[src/rtl/cnlc_pkg.sv]
// ----------------------------------------------------------------------------
// cnlc_pkg
// shared widths, issuer class codes and digit arithmetic helpers for the
// card number check pipeline
// ----------------------------------------------------------------------------
package cnlc_pkg;

  // card number width and its padded stream width
  localparam int CARD_W     = 54;
  localparam int IN_DATA_W  = ((CARD_W + 7) / 8) * 8;
  localparam int OUT_DATA_W = 8;

  // decimal digits needed to hold any CARD_W-bit value
  localparam int NDIG   = 17;
  localparam int BCD_W  = NDIG * 4;
  localparam int NPAIR  = (NDIG + 1) / 2;

  // binary to bcd conversion: bits shifted in per pipeline stage
  localparam int STEP   = 6;
  localparam int NCONV  = CARD_W / STEP;

  // digit limit for a classified number
  localparam int MAX_DIGITS = 16;

  // issuer class codes
  localparam logic [1:0] CLS_INVALID = 2'd0;
  localparam logic [1:0] CLS_15_3X   = 2'd1;
  localparam logic [1:0] CLS_16_5X   = 2'd2;
  localparam logic [1:0] CLS_LEAD_4  = 2'd3;

  // luhn contribution of one digit, doubled or plain
  function automatic logic [3:0] luhn_val(input logic [3:0] d, input logic dbl);
    logic [4:0] two;
    two = {d, 1'b0};
    if (!dbl) begin
      luhn_val = d;
    end else if (two > 5'd9) begin
      luhn_val = 4'(two - 5'd9);
    end else begin
      luhn_val = two[3:0];
    end
  endfunction

  // remainder by ten of an 8-bit sum, reciprocal multiply (exact below 1029)
  function automatic logic [3:0] mod10(input logic [7:0] x);
    logic [18:0] prod;
    logic [7:0]  q;
    logic [11:0] qx10;
    prod = 19'(x) * 19'd205;
    q    = prod[18:11];
    qx10 = 12'(q) * 12'd10;
    mod10 = 4'(12'(x) - qx10);
  endfunction

endpackage

[src/rtl/card_number_luhn_classifier.sv]
// ----------------------------------------------------------------------------
// card_number_luhn_classifier
// luhn mod-10 check, digit count and issuer class of a binary card number
// ----------------------------------------------------------------------------
// usage:
//   in_*  : one request per card number, in_tdata[53:0] holds the number
//           as an unsigned binary integer, upper pad bits are ignored
//   out_* : one result per request, in the same order
//           out_tdata[1:0] issuer class, [2] checksum ok, [7:3] digit count
// stages : 12 register stages from an accepted request to out_tvalid,
//           the first loaded at the accepting edge: 9 conversion stages
//           of 6 bits each, then luhn digit values, sum and class, and
//           the output register
// throughput : one request per cycle while no result is held at the output,
//           set by the 9-stage binary to bcd pipeline, 6 bits per stage
// stall : the whole pipeline advances together; when the output register
//           holds a result that is not taken, in_tready drops and every
//           stage holds, so nothing is lost or repeated
// reset : synchronous rst_n clears all stage valid bits; the pipeline
//           comes up empty and ready
// ----------------------------------------------------------------------------
module card_number_luhn_classifier (
  input  logic                            clk,
  input  logic                            rst_n,
  // in_tdata: [53:0] card_number, [55:54] zero pad
  input  logic                            in_tvalid,
  output logic                            in_tready,
  input  logic [cnlc_pkg::IN_DATA_W-1:0]  in_tdata,
  // out_tdata: [1:0] issuer_class, [2] checksum_ok, [7:3] digit_count
  output logic                            out_tvalid,
  input  logic                            out_tready,
  output logic [cnlc_pkg::OUT_DATA_W-1:0] out_tdata
);

  // global advance: move when the output slot is free or being taken
  logic advance;
  logic out_valid_r;

  assign advance   = !out_valid_r || out_tready;
  assign in_tready = advance;

  // ---------------------------------------------------------------------
  // binary to bcd conversion chain
  // ---------------------------------------------------------------------
  logic                        cv_valid [cnlc_pkg::NCONV+1];
  logic [cnlc_pkg::BCD_W-1:0]  cv_bcd   [cnlc_pkg::NCONV+1];
  logic [cnlc_pkg::CARD_W-1:0] cv_bin   [cnlc_pkg::NCONV+1];

  assign cv_valid[0] = in_tvalid;
  assign cv_bcd[0]   = '0;
  assign cv_bin[0]   = in_tdata[cnlc_pkg::CARD_W-1:0];

  for (genvar g = 0; g < cnlc_pkg::NCONV; g++) begin : g_conv
    cnlc_dabble_stage u_stage (
      .clk         (clk),
      .rst_n       (rst_n),
      .en          (advance),
      .in_valid    (cv_valid[g]),
      .in_bcd      (cv_bcd[g]),
      .in_bin      (cv_bin[g]),
      .out_valid_r (cv_valid[g+1]),
      .out_bcd_r   (cv_bcd[g+1]),
      .out_bin_r   (cv_bin[g+1])
    );
  end

  // ---------------------------------------------------------------------
  // stage a: luhn digit values paired up, digit count, leading digits
  // ---------------------------------------------------------------------
  logic [3:0] dig [cnlc_pkg::NDIG];

  for (genvar g = 0; g < cnlc_pkg::NDIG; g++) begin : g_dig
    assign dig[g] = cv_bcd[cnlc_pkg::NCONV][4*g +: 4];
  end

  logic       a_valid_r;
  logic [4:0] a_psum_nxt [cnlc_pkg::NPAIR];
  logic [4:0] a_psum_r   [cnlc_pkg::NPAIR];
  logic [4:0] a_cnt_nxt, a_cnt_r;
  logic [3:0] a_d15_r, a_d14_r, a_d13_r, a_d12_r;

  // digit 2j is plain, digit 2j+1 is doubled (odd positions from the right)
  // the top digit has no partner and is never doubled
  always_comb begin
    for (int j = 0; j < cnlc_pkg::NDIG / 2; j++) begin
      a_psum_nxt[j] = 5'(cnlc_pkg::luhn_val(dig[2*j], 1'b0)) +
                      5'(cnlc_pkg::luhn_val(dig[2*j+1], 1'b1));
    end
    a_psum_nxt[cnlc_pkg::NPAIR-1] = 5'(dig[cnlc_pkg::NDIG-1]);
  end

  // count is one past the highest nonzero digit
  always_comb begin
    a_cnt_nxt = '0;
    for (int i = 0; i < cnlc_pkg::NDIG; i++) begin
      if (dig[i] != 4'd0) begin
        a_cnt_nxt = 5'(i + 1);
      end
    end
  end

  always_ff @(posedge clk) begin
    if (!rst_n) begin
      a_valid_r <= 1'b0;
    end else if (advance) begin
      a_valid_r <= cv_valid[cnlc_pkg::NCONV];
    end
  end

  always_ff @(posedge clk) begin
    if (advance) begin
      a_psum_r <= a_psum_nxt;
      a_cnt_r  <= a_cnt_nxt;
      a_d15_r  <= dig[15];
      a_d14_r  <= dig[14];
      a_d13_r  <= dig[13];
      a_d12_r  <= dig[12];
    end
  end

  // ---------------------------------------------------------------------
  // stage b: luhn sum and tentative issuer class
  // ---------------------------------------------------------------------
  logic       b_valid_r;
  logic [7:0] b_sum_nxt, b_sum_r;
  logic [1:0] b_cls_nxt, b_cls_r;
  logic [4:0] b_cnt_r;
  logic       is_15_3x, is_16_5x, is_lead_4, within_limit;

  always_comb begin
    b_sum_nxt = '0;
    for (int j = 0; j < cnlc_pkg::NPAIR; j++) begin
      b_sum_nxt = b_sum_nxt + 8'(a_psum_r[j]);
    end
  end

  // leading digits sit at fixed places for the three counts of interest
  assign is_15_3x  = (a_cnt_r == 5'd15) && (a_d14_r == 4'd3) &&
                     ((a_d13_r == 4'd4) || (a_d13_r == 4'd7));
  assign is_16_5x  = (a_cnt_r == 5'd16) && (a_d15_r == 4'd5) &&
                     (a_d14_r >= 4'd1) && (a_d14_r <= 4'd5);
  assign is_lead_4 = ((a_cnt_r == 5'd13) && (a_d12_r == 4'd4)) ||
                     ((a_cnt_r == 5'd16) && (a_d15_r == 4'd4));
  assign within_limit = (a_cnt_r <= 5'(cnlc_pkg::MAX_DIGITS));

  // over the digit limit is invalid, else classes tried in order: fifteen-digit, sixteen-digit, leading four
  always_comb begin
    if (!within_limit) begin
      b_cls_nxt = cnlc_pkg::CLS_INVALID;
    end else if (is_15_3x) begin
      b_cls_nxt = cnlc_pkg::CLS_15_3X;
    end else if (is_16_5x) begin
      b_cls_nxt = cnlc_pkg::CLS_16_5X;
    end else if (is_lead_4) begin
      b_cls_nxt = cnlc_pkg::CLS_LEAD_4;
    end else begin
      b_cls_nxt = cnlc_pkg::CLS_INVALID;
    end
  end

  always_ff @(posedge clk) begin
    if (!rst_n) begin
      b_valid_r <= 1'b0;
    end else if (advance) begin
      b_valid_r <= a_valid_r;
    end
  end

  always_ff @(posedge clk) begin
    if (advance) begin
      b_sum_r <= b_sum_nxt;
      b_cls_r <= b_cls_nxt;
      b_cnt_r <= a_cnt_r;
    end
  end

  // ---------------------------------------------------------------------
  // stage c: mod-10 test, final class, output register
  // ---------------------------------------------------------------------
  logic       pass;
  logic [1:0] out_cls_r;
  logic       out_ok_r;
  logic [4:0] out_cnt_r;

  // a zero number has no digits and never passes
  assign pass = (b_cnt_r != 5'd0) && (cnlc_pkg::mod10(b_sum_r) == 4'd0);

  always_ff @(posedge clk) begin
    if (!rst_n) begin
      out_valid_r <= 1'b0;
    end else if (advance) begin
      out_valid_r <= b_valid_r;
    end
  end

  always_ff @(posedge clk) begin
    if (advance) begin
      out_cls_r <= pass ? b_cls_r : cnlc_pkg::CLS_INVALID;
      out_ok_r  <= pass;
      out_cnt_r <= b_cnt_r;
    end
  end

  assign out_tvalid = out_valid_r;
  assign out_tdata  = {out_cnt_r, out_ok_r, out_cls_r};

endmodule

[src/rtl/cnlc_dabble_stage.sv]
// ----------------------------------------------------------------------------
// cnlc_dabble_stage
// one registered slice of the binary to bcd shift-and-add-3 conversion
// ----------------------------------------------------------------------------
module cnlc_dabble_stage (
  input  logic                        clk,
  input  logic                        rst_n,
  input  logic                        en,
  input  logic                        in_valid,
  input  logic [cnlc_pkg::BCD_W-1:0]  in_bcd,
  input  logic [cnlc_pkg::CARD_W-1:0] in_bin,
  output logic                        out_valid_r,
  output logic [cnlc_pkg::BCD_W-1:0]  out_bcd_r,
  output logic [cnlc_pkg::CARD_W-1:0] out_bin_r
);

  logic [cnlc_pkg::BCD_W-1:0]  bcd_nxt;
  logic [cnlc_pkg::CARD_W-1:0] bin_nxt;

  // STEP shift steps, each digit corrected before the shift
  always_comb begin
    bcd_nxt = in_bcd;
    bin_nxt = in_bin;
    for (int s = 0; s < cnlc_pkg::STEP; s++) begin
      for (int k = 0; k < cnlc_pkg::NDIG; k++) begin
        if (bcd_nxt[4*k +: 4] >= 4'd5) begin
          bcd_nxt[4*k +: 4] = bcd_nxt[4*k +: 4] + 4'd3;
        end
      end
      bcd_nxt = {bcd_nxt[cnlc_pkg::BCD_W-2:0], bin_nxt[cnlc_pkg::CARD_W-1]};
      bin_nxt = {bin_nxt[cnlc_pkg::CARD_W-2:0], 1'b0};
    end
  end

  always_ff @(posedge clk) begin
    if (!rst_n) begin
      out_valid_r <= 1'b0;
    end else if (en) begin
      out_valid_r <= in_valid;
    end
  end

  always_ff @(posedge clk) begin
    if (en) begin
      out_bcd_r <= bcd_nxt;
      out_bin_r <= bin_nxt;
    end
  end

endmodule

[config.mk]
export PLATFORM = sky130hd
export DESIGN_NAME = card_number_luhn_classifier
export DESIGN_NICKNAME = d
export VERILOG_FILES = /design/src/rtl/cnlc_pkg.sv /design/src/rtl/card_number_luhn_classifier.sv /design/src/rtl/cnlc_dabble_stage.sv
export SDC_FILE = /design/constraint.sdc
export NUM_CORES = 2
export LEC_CHECK = 0
export BUFFER_PORTS_ARGS = -buffer_cell sky130_fd_sc_hd__buf_2
export CAP_MARGIN = 25
export CORE_MARGIN = 3
export CORE_UTILIZATION = 60
export DETAILED_ROUTE_END_ITERATION = 12
export PLACE_DENSITY = 0.76
export SYNTH_ARGS = -nofsm -noshare
export SYNTH_HDL_FRONTEND = slang
export SYNTH_SLANG_ARGS = --single-unit
[constraint.sdc]
create_clock -name clk -period 48.4 [get_ports clk]
set_clock_uncertainty 0.05 [all_clocks]
set_input_delay 0 -clock clk [delete_from_list [all_inputs] [get_ports clk]]
set_output_delay 0 -clock clk [all_outputs]
set_load 0.03 [all_outputs]
==> impl_metrics.env <==
export IMPL_outcome="completed"
export IMPL_finalInstanceArea_sq_um=77600
export IMPL_grtUsageTotal_pct=22.5
export IMPL_synthArstFlopShare_pct=0
export IMPL_antenna_found_initial=0
export IMPL_final_antenna_net_count=0
export IMPL_worstPathRequired_ns=48.74
export IMPL_synth_top_cells_by_area="edfxtp_1 (27%), ha_1 (8.6%), a21oi_1 (5.3%), xnor2_1 (4.4%), o21ai_0 (3.8%)"
export IMPL_ys_types=113
export IMPL_critPathKind="flop to flop"
export IMPL_syn_to_final_growth_pct=7.69
export IMPL_die_y_um=352
export IMPL_synthFlopType="edfxtp_1"
export IMPL_setup_viol=0
export IMPL_io_buffers=67
export IMPL_hold_viol=0
export IMPL_wl_per_cell_um=14.3
export IMPL_relSlewSlack_pct=28.3
export IMPL_route_detailed_drc=0
export IMPL_insertion_delay_ns=0.68
export IMPL_htreeDepth=3
export IMPL_worst_setup_path_end_kind="flop"
export IMPL_r2r_end="g_conv[8].u_stage.out_bcd_r[66]"
export IMPL_cts_tree="yes"
export IMPL_clk_pin_slew_worst_paths_ns=0.06
export IMPL_cts_setup_buffers=0
export IMPL_initial_core_util_pct=60.8
export IMPL_synth_net_count=9167
export IMPL_rows=126
export IMPL_period_needed_ns=6.37
export IMPL_r2r_setup_slack_ns=42.03
export IMPL_die_w_um=352
export IMPL_cp_arrival_ns=6.71
export IMPL_timing_rr_start="g_conv[7].u_stage.out_bcd_r[52]"
export IMPL_synth_warnings=0
export IMPL_finalWirelength_mm=148
export IMPL_dpl_cell_area_sq_um=73800
export IMPL_synthesis_area_sq_um=72000
export IMPL_yosysTopAreaCellShare_pct=27.2
export IMPL_grt_pass1_wl_mm=252
export IMPL_place_ws_ns=42.24
export IMPL_fin_nets=9265
export IMPL_hp_start="in_tdata[51]"
export IMPL_clock_sinks=664
export IMPL_finalMaxSlewViolations=0
export IMPL_fmax_mhz=157
export IMPL_holdPathEnd="g_conv[0].u_stage.out_bcd_r[5]"
export IMPL_dieArea_sq_um=124000
export IMPL_max_cap_viol_count=0
export IMPL_setup_tns_ns=0
export IMPL_layout_drive_gt1_share_pct=7.15
export IMPL_globalRouteOverflowTotal=0
export IMPL_cts_root_buf="clkbuf_16"
export IMPL_yosys_area_top_type="edfxtp_1"
export IMPL_clockBufferDepth=3
export IMPL_antenna_cells=0
export IMPL_routabilityCongestion=0.843
export IMPL_timing_critical_path_from="g_conv[7].u_stage.out_bcd_r[52]"
export IMPL_grt_max_degree=104
export IMPL_num_vias=63400
export IMPL_core_region_area_sq_um=119000
export IMPL_grt_pass1_vias=57900
export IMPL_r2r_cells=22
export IMPL_drt_iter0_markers=4053
export IMPL_place_hpwl_mm=108
export IMPL_cp_start_kind="flop"
export IMPL_rsz0062_at_grt="false"
export IMPL_fin_crit_sh_pct=13.2
export IMPL_worst_slack_ns=42.03
export IMPL_synth_area_per_cell_sq_um=8.42
export IMPL_vias_per_cell=6.15
export IMPL_cp_max_fo=14
export IMPL_synth_seq_cells=664
export IMPL_holdPathStages=5
export IMPL_final_core_util_pct=65.4
export IMPL_synthCells=8558
export IMPL_synth_edf_count=652
export IMPL_drtPass1Iterations=6
export IMPL_worst_pin_slew_ns=1.06
export IMPL_ios=70
export IMPL_seq_area_frac_synth_pct=27.5
export IMPL_hold_class="primary input to flop"
export IMPL_cts_buffers=77
## critical path, cell delays in order (launching register included)
cell and delay [ns]:
edfxtp_1 0.50, inv_1 0.10, ha_1 0.27, and2b_1 0.23, o31ai_1 0.57, or2_2 0.28, nand2_1 0.07, xnor2_1 0.77
o21ai_0 0.23, xnor2_1 0.40, ha_1 0.26, inv_1 0.04, a21oi_1 0.13, nor3_1 0.06, a21oi_1 0.71, o21bai_1 0.22
xnor2_1 0.32, inv_1 0.11, ha_1 0.21, nor2b_1 0.10, o21ai_0 0.17, nand2_1 0.14, o21ai_0 0.13
## state kept, by name, summed over array words and instances (netlist names), 5 cells and up
name                        cells
a_cnt_r                         5
g_conv.u_stage.out_bin_r      216
g_conv.u_stage.out_valid_r      9
a_psum_r                       44
out_cnt_r                       5
g_conv.u_stage.out_bcd_r      348
b_sum_r                         8
b_cnt_r                         5
## area by class of cell
type / count / area (sq um)
Fill cell: 9765 / 41000
Clock buffer: 86 / 1960
Timing Repair Buffer: 197 / 1620
Clock inverter: 55 / 648
Inverter: 671 / 2530
Sequential cell: 664 / 19800
Tap cell: 1600 / 2000
Multi-Input combinational cell: 7045 / 49000
## logic make-up (layout without fill, tap and decap cells)
family / after synthesis / in the layout / synth area share, %
compound gates: 3186 / 3186 / 29.1
simple gates: 2379 / 2379 / 16.2
buf+inv: 849 / 1009 / 4.47
flops: 664 / 664 / 27.5
fa+ha+maj: 564 / 564 / 10.3
xor+xnor: 489 / 489 / 6.16
mux: 427 / 427 / 6.24
## per-stage QoR
step | cells | hold slack, ns
after floorplan | 8558 | 0.0489
after global placement | 10100 | 0.127
after detailed placement | 10100 | 0.128
after CTS | 10300 | 0.00637
after global routing | 10300 | 0.131
final | 10300 | 0.0633
## cells in the mapped netlist (51+ instances only)
master	n
a21oi_1	768
nor2_1	657
edfxtp_1	652
inv_1	643
nand2_1	589
o21ai_0	545
ha_1	497
xnor2_1	363
mux2i_1	251
a31oi_1	218
nor3_1	197
nand2b_1	185
mux2_2	171
clkbuf_1	157
a211oi_1	154
nand3_1	149
a21o_1	136
o211ai_1	133
o21ai_1	129
o21a_1	115
nor3b_1	107
xor2_1	107
o21bai_1	103
o22ai_1	93
nor2b_1	82
o31ai_1	82
and2_1	76
a31o_2	61
a21boi_0	60
and3_1	58
or3_1	54
fa_1	52
a22oi_1	51
## how the worst max path moves through the flow
stage,end,depth (start not counted)
floorplan,a_cnt_r[0],3
global placement,g_conv[8].u_stage.out_bcd_r[64],18
detailed placement,g_conv[8].u_stage.out_bcd_r[66],22
CTS,g_conv[8].u_stage.out_bcd_r[66],20
global route,g_conv[8].u_stage.out_bcd_r[66],22
finish,g_conv[8].u_stage.out_bcd_r[66],22
## cells in the final DEF, fill, tap and decap left out, drive strengths merged, types with 51 or more instances in the layout
cell,Yosys,layout
and3,58,58
and2,83,83
buf,20,88
clkbuf,158,86
a211oi,156,156
fa,52,52
o21bai,103,103
nor2,659,659
nor2b,82,82
a21oi,792,792
xor2,109,109
o21a,115,115
a31o,61,61
mux2,176,176
o22ai,93,93
a22oi,51,51
edfxtp,652,652
nand2,589,589
inv,669,676
dlygate4sd3,0,109
o211ai,134,134
nor3,201,201
nor3b,107,107
nand2b,185,185
or3,54,54
o21ai,679,679
nand3,149,149
a21o,136,136
xnor2,378,378
or2,66,66
a21boi,75,75
a31oi,221,221
o31ai,89,89
mux2i,251,251
ha,497,497
## per-layer routing
metal  vias up  track usage [%]  wire length (um)
met4         0             5.78              3040
met3       217             2.53              4380
li1      32500                -                 -
met1     29700             26.4             63400
met5         -                0                 0
met2      1070             43.3             77000
## what timing repair did
item	in CTS	in global routing
gates resized for setup	0	0
hold buffers	109	0
hold endpoints to repair	67	0
Power is left out: the tool's default activity adds up to more than one toggle a clock period on the data nets, which glitch-free logic cannot reach.
